==> config.mk <==
export PLATFORM = sky130hd
export DESIGN_NAME = onewire_temp_sensor_reader
export DESIGN_NICKNAME = d
export VERILOG_FILES = /design/src/rtl/owtsr_pkg.sv /design/src/rtl/onewire_temp_sensor_reader.sv
export SDC_FILE = /design/constraint.sdc
export NUM_CORES = 1
export LEC_CHECK = 0
export BUFFER_PORTS_ARGS = -buffer_cell sky130_fd_sc_hd__buf_2
export CAP_MARGIN = 30
export CORE_ASPECT_RATIO = 0.6
export CORE_MARGIN = 3
export CORE_UTILIZATION = 40
export CTS_CLUSTER_SIZE = 28
export DETAILED_ROUTE_END_ITERATION = 10
export PLACE_DENSITY = 0.59
export RECOVER_POWER = 100
export SKIP_LAST_GASP = 1
export SLEW_MARGIN = 10
export SYNTH_ARGS = -nofsm -noshare
export SYNTH_HDL_FRONTEND = slang
export SYNTH_SLANG_ARGS = --single-unit
==> constraint.sdc <==
create_clock -name clk -period 10.3 [get_ports clk]
set_clock_uncertainty 0.05 [all_clocks]
set_input_delay 2.575 -clock clk [delete_from_list [all_inputs] [get_ports clk]]
set_output_delay 2.575 -clock clk [all_outputs]
set_load 0.02 [all_outputs]
==> src/rtl/owtsr_pkg.sv <==
// Package for the 1-Wire temperature sensor read sequencer: codes, widths, CRC-8 helper.
package owtsr_pkg;

    localparam int CMD_W      = 2;
    localparam int ACT_W      = 2;
    localparam int STAT_W     = 3;
    localparam int WAIT_W     = 27;
    localparam int TIME_W     = 32;
    localparam int CNT_W      = 4;
    localparam int IN_DATA_W  = 48;
    localparam int OUT_DATA_W = 32;

    // host commands
    localparam logic [CMD_W-1:0] CMD_STEP  = 2'd0;
    localparam logic [CMD_W-1:0] CMD_START = 2'd1;
    localparam logic [CMD_W-1:0] CMD_TAKE  = 2'd2;

    // bus master actions
    localparam logic [ACT_W-1:0] ACT_NONE  = 2'd0;
    localparam logic [ACT_W-1:0] ACT_RESET = 2'd1;
    localparam logic [ACT_W-1:0] ACT_WRITE = 2'd2;
    localparam logic [ACT_W-1:0] ACT_READ  = 2'd3;

    // 1-Wire command bytes
    localparam logic [7:0] OW_SKIP_ROM     = 8'hCC;
    localparam logic [7:0] OW_CONVERT      = 8'h44;
    localparam logic [7:0] OW_READ_SCRATCH = 8'hBE;

    localparam logic [15:0]       ERR_PATTERN   = 16'hFA5A;
    localparam logic [WAIT_W-1:0] WAIT_RESET    = 27'd1000000;
    localparam logic [TIME_W-1:0] WAIT_NEGATIVE = 32'h0800_0000;
    localparam logic [CNT_W-1:0]  SCRATCH_DONE  = 4'd10;  // nine reads issued plus one
    localparam logic [CNT_W-1:0]  CRC_BYTES     = 4'd8;
    localparam logic [7:0]        CRC_POLY      = 8'h8C;

    localparam logic [STAT_W-1:0] STAT_IDLE     = 3'd0;
    localparam logic [STAT_W-1:0] STAT_READING  = 3'd1;
    localparam logic [STAT_W-1:0] STAT_READY    = 3'd2;
    localparam logic [STAT_W-1:0] STAT_CRCERR   = 3'd3;
    localparam logic [STAT_W-1:0] STAT_NOSENSOR = 3'd4;

    typedef enum logic [6:0] {
        ST_IDLE      = 7'b000_0001,
        ST_PRESENCE1 = 7'b000_0010,
        ST_CONVERT   = 7'b000_0100,
        ST_WAIT      = 7'b000_1000,
        ST_PRESENCE2 = 7'b001_0000,
        ST_READCMD   = 7'b010_0000,
        ST_READING   = 7'b100_0000
    } seq_state_t;

    // Dallas CRC-8, LSB first, one byte
    function automatic logic [7:0] crc8_byte(input logic [7:0] crc_in, input logic [7:0] data);
        logic [7:0] crc;
        logic       mix;
        crc = crc_in;
        for (int i = 0; i < 8; i++)
        begin
            mix = crc[0] ^ data[i];
            crc = {1'b0, crc[7:1]};
            if (mix)
            begin
                crc = crc ^ CRC_POLY;
            end
        end
        return crc;
    endfunction

endpackage

==> src/rtl/onewire_temp_sensor_reader.sv <==
// 1-Wire temperature sensor read sequencer: presence, convert, wait, scratchpad read, CRC-8 check.
// An accepted input word is held in the input register; its result word is then registered in the result register.
// Throughput: one word per cycle while results are taken; input register -> step logic -> result register.
// The input register advances whenever the result register is empty or being taken.
// Reset (rst_n low, async): sequencer idle, status idle, temperature 0xFA5A,
// wait register 1000000 us, both pipeline registers empty.
module onewire_temp_sensor_reader
(
    input  logic                                clk,
    input  logic                                rst_n,
    input  logic                                cfg_wr_en,
    input  logic [owtsr_pkg::WAIT_W-1:0]        cfg_wr_data,   // conversion_wait_us
    input  logic                                s_axis_tvalid,
    output logic                                s_axis_tready,
    // bus_ready, present, read_byte, now_us, zero fill
    input  logic [owtsr_pkg::IN_DATA_W-1:0]     s_axis_tdata,
    input  logic [owtsr_pkg::CMD_W-1:0]         s_axis_tuser,  // command
    output logic                                m_axis_tvalid,
    input  logic                                m_axis_tready,
    // bus_byte, temperature, sensor_status, start_accepted, zero fill
    output logic [owtsr_pkg::OUT_DATA_W-1:0]    m_axis_tdata,
    output logic [owtsr_pkg::ACT_W-1:0]         m_axis_tuser   // bus_action
);

    // configuration
    logic [owtsr_pkg::WAIT_W-1:0] wait_cfg_reg;

    // input stage
    logic                            in_valid_reg;
    logic [owtsr_pkg::CMD_W-1:0]     in_cmd_reg;
    logic                            in_bus_ready_reg;
    logic                            in_present_reg;
    logic [7:0]                      in_byte_reg;
    logic [owtsr_pkg::TIME_W-1:0]    in_now_reg;

    // sequencer state
    owtsr_pkg::seq_state_t           step_reg, step_next;
    logic [owtsr_pkg::CNT_W-1:0]     byte_count_reg, byte_count_next;
    logic [7:0]                      scratch_low_reg, scratch_low_next;
    logic [7:0]                      scratch_high_reg, scratch_high_next;
    logic [7:0]                      crc_reg, crc_next;
    logic [owtsr_pkg::TIME_W-1:0]    wait_left_reg, wait_left_next;
    logic [owtsr_pkg::TIME_W-1:0]    last_time_reg, last_time_next;
    logic [15:0]                     temp_reg, temp_next;
    logic [owtsr_pkg::STAT_W-1:0]    status_reg, status_next;

    // result stage
    logic                            out_valid_reg;
    logic [owtsr_pkg::ACT_W-1:0]     out_action_reg, action_next;
    logic [7:0]                      out_byte_reg, wbyte_next;
    logic [15:0]                     out_temp_reg;
    logic [owtsr_pkg::STAT_W-1:0]    out_status_reg;
    logic                            out_start_reg, start_next;

    logic                            advance;
    logic [owtsr_pkg::TIME_W-1:0]    wait_sub;
    logic [owtsr_pkg::CNT_W-1:0]     byte_idx;

    assign advance       = in_valid_reg && (!out_valid_reg || m_axis_tready);
    assign s_axis_tready = !in_valid_reg || advance;

    assign m_axis_tvalid = out_valid_reg;
    assign m_axis_tuser  = out_action_reg;
    assign m_axis_tdata  = {4'd0, out_start_reg, out_status_reg, out_temp_reg, out_byte_reg};

    assign wait_sub = wait_left_reg - (in_now_reg - last_time_reg);
    assign byte_idx = byte_count_reg - 4'd1;

    always_comb
    begin
        step_next         = step_reg;
        byte_count_next   = byte_count_reg;
        scratch_low_next  = scratch_low_reg;
        scratch_high_next = scratch_high_reg;
        crc_next          = crc_reg;
        wait_left_next    = wait_left_reg;
        last_time_next    = last_time_reg;
        temp_next         = temp_reg;
        status_next       = status_reg;
        action_next       = owtsr_pkg::ACT_NONE;
        wbyte_next        = 8'd0;
        start_next        = 1'b0;

        if (in_cmd_reg == owtsr_pkg::CMD_START)
        begin
            if (in_bus_ready_reg)
            begin
                action_next = owtsr_pkg::ACT_RESET;
                step_next   = owtsr_pkg::ST_PRESENCE1;
                status_next = owtsr_pkg::STAT_READING;
                start_next  = 1'b1;
            end
        end
        else if (in_cmd_reg == owtsr_pkg::CMD_TAKE)
        begin
            status_next = owtsr_pkg::STAT_IDLE;
        end
        else if (in_cmd_reg == owtsr_pkg::CMD_STEP && in_bus_ready_reg)
        begin
            case (step_reg)
                owtsr_pkg::ST_IDLE:
                begin
                end
                owtsr_pkg::ST_PRESENCE1:
                begin
                    if (in_present_reg)
                    begin
                        action_next = owtsr_pkg::ACT_WRITE;
                        wbyte_next  = owtsr_pkg::OW_SKIP_ROM;
                        step_next   = owtsr_pkg::ST_CONVERT;
                    end
                    else
                    begin
                        step_next   = owtsr_pkg::ST_IDLE;
                        temp_next   = owtsr_pkg::ERR_PATTERN;
                        status_next = owtsr_pkg::STAT_NOSENSOR;
                    end
                end
                owtsr_pkg::ST_CONVERT:
                begin
                    action_next    = owtsr_pkg::ACT_WRITE;
                    wbyte_next     = owtsr_pkg::OW_CONVERT;
                    step_next      = owtsr_pkg::ST_WAIT;
                    wait_left_next = {{(owtsr_pkg::TIME_W-owtsr_pkg::WAIT_W){1'b0}}, wait_cfg_reg};
                    last_time_next = in_now_reg;
                end
                owtsr_pkg::ST_WAIT:
                begin
                    wait_left_next = wait_sub;
                    last_time_next = in_now_reg;
                    // wait ends once the remaining time has gone negative
                    if (wait_sub > owtsr_pkg::WAIT_NEGATIVE)
                    begin
                        byte_count_next = '0;
                        step_next       = owtsr_pkg::ST_PRESENCE2;
                        action_next     = owtsr_pkg::ACT_RESET;
                    end
                end
                owtsr_pkg::ST_PRESENCE2:
                begin
                    if (in_present_reg)
                    begin
                        action_next = owtsr_pkg::ACT_WRITE;
                        wbyte_next  = owtsr_pkg::OW_SKIP_ROM;
                        step_next   = owtsr_pkg::ST_READCMD;
                    end
                    else
                    begin
                        step_next   = owtsr_pkg::ST_IDLE;
                        status_next = owtsr_pkg::STAT_NOSENSOR;
                    end
                end
                owtsr_pkg::ST_READCMD:
                begin
                    action_next     = owtsr_pkg::ACT_WRITE;
                    wbyte_next      = owtsr_pkg::OW_READ_SCRATCH;
                    byte_count_next = '0;
                    crc_next        = 8'd0;
                    step_next       = owtsr_pkg::ST_READING;
                end
                owtsr_pkg::ST_READING:
                begin
                    // byte_count counts reads issued; the byte in hand belongs to the previous read
                    if (byte_count_reg != '0)
                    begin
                        if (byte_idx == 4'd0)
                        begin
                            scratch_low_next = in_byte_reg;
                        end
                        if (byte_idx == 4'd1)
                        begin
                            scratch_high_next = in_byte_reg;
                        end
                        if (byte_idx < owtsr_pkg::CRC_BYTES)
                        begin
                            crc_next = owtsr_pkg::crc8_byte(crc_reg, in_byte_reg);
                        end
                    end
                    if (byte_count_reg + 4'd1 == owtsr_pkg::SCRATCH_DONE)
                    begin
                        step_next       = owtsr_pkg::ST_IDLE;
                        byte_count_next = '0;
                        if (in_byte_reg == crc_next)
                        begin
                            temp_next   = {scratch_high_next, scratch_low_next};
                            status_next = owtsr_pkg::STAT_READY;
                        end
                        else
                        begin
                            temp_next   = owtsr_pkg::ERR_PATTERN;
                            status_next = owtsr_pkg::STAT_CRCERR;
                        end
                    end
                    else
                    begin
                        byte_count_next = byte_count_reg + 4'd1;
                        action_next     = owtsr_pkg::ACT_READ;
                    end
                end
                default:
                begin
                    step_next = owtsr_pkg::ST_IDLE;
                end
            endcase
        end
    end

    always_ff @(posedge clk or negedge rst_n)
    begin
        if (!rst_n)
        begin
            wait_cfg_reg <= owtsr_pkg::WAIT_RESET;
        end
        else if (cfg_wr_en)
        begin
            wait_cfg_reg <= cfg_wr_data;
        end
    end

    always_ff @(posedge clk or negedge rst_n)
    begin
        if (!rst_n)
        begin
            in_valid_reg <= 1'b0;
        end
        else if (s_axis_tready)
        begin
            in_valid_reg <= s_axis_tvalid;
        end
    end

    always_ff @(posedge clk)
    begin
        if (s_axis_tvalid && s_axis_tready)
        begin
            in_cmd_reg       <= s_axis_tuser;
            in_bus_ready_reg <= s_axis_tdata[0];
            in_present_reg   <= s_axis_tdata[1];
            in_byte_reg      <= s_axis_tdata[9:2];
            in_now_reg       <= s_axis_tdata[41:10];
        end
    end

    always_ff @(posedge clk or negedge rst_n)
    begin
        if (!rst_n)
        begin
            step_reg       <= owtsr_pkg::ST_IDLE;
            byte_count_reg <= '0;
            crc_reg        <= 8'd0;
            wait_left_reg  <= '0;
            last_time_reg  <= '0;
            temp_reg       <= owtsr_pkg::ERR_PATTERN;
            status_reg     <= owtsr_pkg::STAT_IDLE;
            out_valid_reg  <= 1'b0;
        end
        else
        begin
            if (advance)
            begin
                step_reg       <= step_next;
                byte_count_reg <= byte_count_next;
                crc_reg        <= crc_next;
                wait_left_reg  <= wait_left_next;
                last_time_reg  <= last_time_next;
                temp_reg       <= temp_next;
                status_reg     <= status_next;
                out_valid_reg  <= 1'b1;
            end
            else if (m_axis_tready)
            begin
                out_valid_reg <= 1'b0;
            end
        end
    end

    always_ff @(posedge clk)
    begin
        if (advance)
        begin
            scratch_low_reg  <= scratch_low_next;
            scratch_high_reg <= scratch_high_next;
            out_action_reg   <= action_next;
            out_byte_reg     <= wbyte_next;
            out_temp_reg     <= temp_next;
            out_status_reg   <= status_next;
            out_start_reg    <= start_next;
        end
    end

    // an accepted start always asks for a bus reset
    assert property (@(posedge clk) disable iff (!rst_n)
        (out_valid_reg && out_start_reg) |-> (out_action_reg == owtsr_pkg::ACT_RESET))
        else $error("start accepted without bus reset");

    // a command byte is only driven with a write action
    assert property (@(posedge clk) disable iff (!rst_n)
        (out_valid_reg && out_byte_reg != 8'd0) |-> (out_action_reg == owtsr_pkg::ACT_WRITE))
        else $error("bus byte set without write action");

    // read counter never runs past the scratchpad length
    assert property (@(posedge clk) disable iff (!rst_n)
        byte_count_reg < owtsr_pkg::SCRATCH_DONE)
        else $error("byte counter out of range");

    // every item taken from the input register shows up as a result
    assert property (@(posedge clk) disable iff (!rst_n)
        advance |=> out_valid_reg)
        else $error("result lost after advance");

    // ready status only ever follows a read sequence
    assert property (@(posedge clk) disable iff (!rst_n)
        (advance && status_next == owtsr_pkg::STAT_READY && status_reg != owtsr_pkg::STAT_READY)
            |-> (step_reg == owtsr_pkg::ST_READING))
        else $error("ready status outside read sequence");

endmodule
==> results.md, run 1 <==
* Violated checks: max-capacitance violations, max-slew violations
* Minimum clock period at 6.00 ns
* Crit end category: flip-flop
* Slew @ Worst Pin at 3.92 ns
* Non-Filler Instances at 1815
* Layout Utilization at 0.460
* Clk root buf: clkbuf_16
* RSZ-0062 raised after global routing: no
* Initial antenna violation count at 0
* FMAX at 167 MHz
* Ys flop type: dfrtp_1
* Final period util at 0.583
* FF-to-FF path depth at 13
* Mux contribution to synthesized area at 0.0787
* Final Hold Viols at 0
* Pleak at 6.17 nW
* Avg Vias per Cell at 5.44
* Final WL at 33800 um
* Most frequent cells in the layout: inv_1, nand2_1, dfrtp_1
* Placed cells at 1773
* Post-Syn Area at 0.0132 mm2
* Die width at 240 um
* # setup viols final at 0
* Syn_area_per_cell at 10.2 um2
* Ranking of synthesized cells by area: dfrtp_1, edfxtp_1, mux2_2
* Synth Area in XOR/XNOR at 0.0369
* Adder-Cell Fraction of Synth Area at 0.0850
* Die area at 0.0353 mm2
* Post-CTS Hold Fix Bufs at 0
* Crit path max fanout at 10
* PwrDens at 143 mW/mm2
* Drt first pass iters at 5
* Cell Rows at 50
* Crit-path cells: fa_1, inv_1, ha_1, a21oi_1, o21ai_0, or3_1, nor3_1, o41ai_1, xnor2_1, nand4_1, nor4_1, nor3_1, a21o_1
* Layout cell share with drive strength beyond 1 at 0.149
* Worst hold path depth at 2
* Most used cell, CP: nor3_1
* Initial core utilization at 0.414
* Gpl congestion at 0.910
* Setup CP Type: flip-flop to flip-flop
* Fin nets at 1536
* Total global-route track usage at 0.189
* Vias at 9881
* Max incr delay on CP at 1.41 ns
* Antenna viol nets, final at 0
* CTS buffer count at 23
* Slew HR at -1.61
* Post-Synthesis Cells at 1288
* Die Height at 147 um
* Max Cap Viol at 7
* Core area at 0.0318 mm2
* Max Root-Sink Buffers at 3
* Layout area overhead at 11.1%
* Top Ports at 118
* Number of post-CTS setup repair buffers at 0
* Final Max Slew Viols at 283
* Async S/R FF share, synth at 0.604
* Crit path max-delay cell type: nor4_1
* Crit start category: flip-flop
* H-tree Lvls at 1
* DRC at 0
* Peak supply drop at 0.0902 mV
* Post-Synth Simple-Gate Area at 0.132
* Post-synthesis compound-gate area fraction at 0.158
* Sequential fraction of the synthesis area at 0.446
* Synth top area share at 0.214
* Type of the tightest min-delay check: flip-flop to flip-flop
* Post-synth EDFFs at 86
* Clk_lat worst skew at 0.53 ns
* Yosys warns at 0
* Setup TNS at 0 ns
* Detailed Place HPWL at 24600 um
* WP buf/inv at 1
* #FFs+latches synth at 217
* Largest net degree at the start of global routing at 71
* Critical path arrival at 6.35 ns
* Clock sink total at 217
* Outcome: finished with violations
* Tot Pwr at 2.09 mW
* Commonest non-fill, non-tap cell in the layout: inv_1
* First-pass GRT wire length at 52600 um
* Number of global-route vias before repair at 9164
* Largest family of logic cells by synthesized area: compound AO/OA/AOI/OAI gates
* Routed WL per cell at 18.6 um
* Cell accounting for the most synthesized area: dfrtp_1
* Post_cts resized at 0
* Critical Path Stages at 13
* Top Family by Delay on Critical Path: simple AND/OR/NAND/NOR gates
* CTS tree: yes
* GR Overflow Total at 0
* Synth unique cells at 95
* # port buffers at 106
* Antenna cells at 0
* Clock-pin slew on the worst setup and hold paths at 0.06 ns
* 1st-iter DRT viols at 733
* Required @ worst endpoint at 10.65 ns
==> report_power, final <==
part           switching (mW)  leakage, nW  total [mW]  internal, mW
Sequential             0.0288         2.39       0.969         0.941
Clock                   0.353        0.365       0.848         0.494
Combinational           0.172         3.42       0.277         0.105
==> metrics by stage <==
step / worst slack [ns] / area, um2 / hold slack [ns]
6_report: 4.30 / 14700 / 0.430
4_1_cts: 4.65 / 14800 / 0.433
3_3_place_gp: 4.65 / 14100 / 0.409
2_1_floorplan: 4.82 / 13200 / 0.397
5_1_grt: 3.66 / 14700 / 0.462
3_5_place_dp: 4.65 / 14100 / 0.419
==> final cells by class <==
cell class,instances,area [um2]
clock buffers,31,616
multi-input cells,871,6380
inverters,155,582
flip-flops and latches,217,5880
clock inverters,10,126
repair buffers,115,552
well taps,416,520
fillers,3018,17200
==> cells in the mapped netlist (12+ instances only) <==
cell type	count
nand3_1	18
mux2_2	70
fa_1	31
a21o_1	14
o21ai_0	74
nor2_1	82
clkbuf_1	22
ha_1	40
inv_1	154
dfstp_2	18
edfxtp_1	86
xnor2_1	29
a21oi_1	84
a211oi_1	19
nand2_1	121
nor3_1	16
o211ai_1	16
nand4_1	12
mux2i_1	25
dfrtp_1	113
==> cells by family (layout without fill, tap and decap cells) <==
logic type,Yosys count,count (layout)
other cells,1,5
simple gates,345,345
fa+ha+maj,71,71
xor+xnor,45,45
compound gates,310,310
mux,95,95
buf+inv,204,311
flops,217,217
==> final timing paths <==
kind / slack (ns) / end / startpoint
setup / recovery: 4.30 / byte_count_reg[3]$_DFFE_PN0P_ / in_now_reg[16]$_DFFE_PP_
hold / removal: 0.43 / wait_left_reg[19]$_DFFE_PN0P_ / wait_left_reg[19]$_DFFE_PN0P_
setup reg to reg: 4.30 / byte_count_reg[3]$_DFFE_PN0P_ / in_now_reg[16]$_DFFE_PP_
hold reg to reg: 0.43 / wait_left_reg[19]$_DFFE_PN0P_ / wait_left_reg[19]$_DFFE_PN0P_
max in group asynchronous: 4.58 / temp_reg[15]$_DFFE_PN1P_ / rst_n
min in group asynchronous: 3.37 / last_time_reg[14]$_DFFE_PN0P_ / rst_n
==> metal layers <==
metal	part of all wire	track usage	wire [um]
met2	0.38	0.245	12900
met3	0.063	0.0298	2120
met1	0.54	0.321	18200
met5	0	0	0
met4	0.017	0.0363	564
==> tightest hold or removal path: cells and delay by family (launching register included) <==
family             cells  cell delay, ns
and+or+nand+nor        1            0.04
AOI/OAI and AO/OA      1            0.06
DFF                    1            0.34
Note: power is estimated with default switching activity, not from simulation.
==> run 2: changes to the inputs <==
- clock period: 10.3 -> 6.27 ns (I/O delays scaled with it)
==> results.md, run 2 (synthesized netlist as in run 1, its figures left out) <==
* Crit end category: flip-flop
* Final period util at 0.865 (+0.282)
* Peak supply drop at 0.169 mV (+87%)
* Die area at 0.0353 mm2 (unchanged)
* # port buffers at 106 (unchanged)
* Final WL at 33400 um (-1.3%)
* Initial core utilization at 0.414 (unchanged)
* Clock-pin slew on the worst setup and hold paths at 0.06 ns (about the same)
* H-tree Lvls at 1 (unchanged)
* Crit-path cells: fa_1, inv_1, ha_1, a21o_1, and4_1, o21ai_0, a22oi_1, o41a_1, a22oi_1, nand4b_1, nor4_2, or3_1, o311ai_0
* Total global-route track usage at 0.190 (+0.00145)
* Core area at 0.0318 mm2 (unchanged)
* Clock power frac at 0.416 (+0.011)
* Logic gate share of total power at 0.130 (-0.002)
* First-pass GRT wire length at 53400 um (+1.5%)
* Die Height at 147 um (unchanged)
* Clock sink total at 217 (unchanged)
* Setup ws final at 0.846 ns (-3.45 ns)
* CTS tree: yes
* Layout area overhead at 12.0%
* Max incr delay on CP at 0.92 ns (-0.49 ns)
* Antenna cells at 0 (unchanged)
* Post-CTS Hold Fix Bufs at 0 (unchanged)
* Cell Area, Placed at 0.0141 mm2 (about the same)
* RSZ-0062 raised after global routing: no
* Outcome: finished with violations
* Net Sw Power at 0.931 mW (+68%)
* Post_cts resized at 0 (unchanged)
* Filler instances at 3006 (-0.40%)
* Initial antenna violation count at 0 (unchanged)
* Detailed Place HPWL at 24600 um (about the same)
* Type of the tightest min-delay check: flip-flop to flip-flop
* Minimum clock period at 5.42 ns (-0.578 ns)
* Part of the power in registers at 0.454 (-0.009)
* Violated checks: max-capacitance violations, max-slew violations
* Final Max Slew Viols at 229 (-19%)
* Gpl congestion at 0.910 (about the same)
* Top Ports at 118 (unchanged)
* Final Hold Viols at 0 (unchanged)
* Slew HR at -1.17 (+0.446)
* # setup viols final at 0 (unchanged)
* Clk_lat worst skew at 0.54 ns (about the same)
* Slew @ Worst Pin at 3.25 ns (-0.669 ns)
* Final Cell Area at 0.0148 mm2 (+0.81%)
* Drt first pass iters at 5 (unchanged)
* Die width at 240 um (unchanged)
* Cell Rows at 50 (unchanged)
* Pint at 2.58 mW (+67%)
* Antenna viol nets, final at 0 (unchanged)
* Routed WL per cell at 18.4 um (-1.4%)
* Critical path arrival at 5.75 ns (-0.60 ns)
* Crit start category: flip-flop
* Net Sw Frac at 0.265 (+0.000686)
* Most used cell, CP: a22oi_1
* Tot Pwr at 3.51 mW (+68%)
* Setup TNS at 0 ns (unchanged)
* Crit path max fanout at 10 (unchanged)
* Commonest non-fill, non-tap cell in the layout: inv_1
* Largest net degree at the start of global routing at 94 (+32%)
* Number of post-CTS setup repair buffers at 0 (unchanged)
* Setup CP Type: flip-flop to flip-flop
* Pleak at 6.22 nW (+0.72%)
* WHS at 0.425 ns (-0.00467 ns)
* Max Cap Viol at 6 (-1)
* FF-to-FF path depth at 13 (unchanged)
* Layout cell share with drive strength beyond 1 at 0.158 (+0.00895)
* Fin nets at 1538 (+0.13%)
* PwrDens at 238 mW/mm2 (+66%)
* 1st-iter DRT viols at 918 (+25%)
* GR Overflow Total at 0 (unchanged)
* DRC at 0 (unchanged)
* CTS buffer count at 23 (unchanged)
* Most frequent cells in the layout: inv_1, nand2_1, dfrtp_1
* Crit path max-delay cell type: nor4_2
* FF-to-FF setup slack at 0.85 ns (-3.45 ns)
* Worst hold path depth at 2 (unchanged)
* Max Root-Sink Buffers at 3 (unchanged)
* FMAX at 184 MHz (+11%)
* Required @ worst endpoint at 6.59 ns (-4.06 ns)
* Number of global-route vias before repair at 9360 (+2.1%)
* Avg Vias per Cell at 5.44 (about the same)
* Vias at 9888 (+0.071%)
* Clk root buf: clkbuf_16
* Placement Setup Slack at 1.55 ns (-3.09 ns)
==> run 2: changes by cell type in the layout (fill, tap and decap cells not counted), sizes merged <==
cell,before,now
buf,71,72
bufinv,3,2
clkbuf,75,77
clkinv,7,3
clkinvlp,0,3
inv,155,157
==> run 2: layout make-up <==
cell class	instances	area, um2	share of cell area
inverter	155	582	0.0394
tap	416	520	0.0352
multi-input combinational	871	6410	0.434
timing repair buffer	117	563	0.0381
clock inverter	10	120	0.00813
sequential	217	5880	0.398
clock buffer	32	692	0.0468
==> run 2: worst max-delay path, delay by kind of cell, from the launching register on <==
family / cells / cell delay (ns)
flops: 1 / 0.41
fa+ha+maj: 2 / 0.92
compound gates: 6 / 2.09
buf+inv: 1 / 0.06
simple gates: 4 / 1.73
==> run 2: power groups by stage <==
stage | clock network [mW] | logic (mW) | registers, mW
after floorplan | 0 | 0.316 | 1.61
after global placement | 0 | 0.458 | 1.62
after detailed placement | 0 | 0.463 | 1.62
after CTS | 1.50 | 0.466 | 1.59
after global routing | 1.56 | 0.504 | 1.60
final | 1.46 | 0.456 | 1.59
==> run 2: per-stage QoR <==
| stage | cells | util |
|---|---|---|
| floorplan | 1292 | - |
| global placement | 1772 | 0.442 |
| detailed placement | 1774 | 0.442 |
| CTS | 1816 | 0.468 |
| global route | 1818 | 0.464 |
| finish | 1818 | 0.464 |
==> run 2: path summary, 6_finish.rpt <==
kind	startpoint	end
max	in_now_reg[1]$_DFFE_PP_	step_reg[4]$_DFFE_PN0P_
max in group asynchronous	rst_n	crc_reg[2]$_DFFE_PN0P_
min in group asynchronous	rst_n	wait_left_reg[14]$_DFFE_PN0P_
max reg2reg	in_now_reg[1]$_DFFE_PP_	step_reg[4]$_DFFE_PN0P_
min	status_reg[1]$_DFFE_PN0P_	status_reg[1]$_DFFE_PN0P_
min reg2reg	status_reg[1]$_DFFE_PN0P_	status_reg[1]$_DFFE_PN0P_
==> run 2: layer usage <==
layer / vias up / routed length [um] / GRT usage
li1: 4749 / - / -
met5: - / 0 / 0
met3: 41 / 2380 / 0.0376
met1: 4817 / 17800 / 0.323
met2: 281 / 12600 / 0.242
met4: 0 / 569 / 0.0375
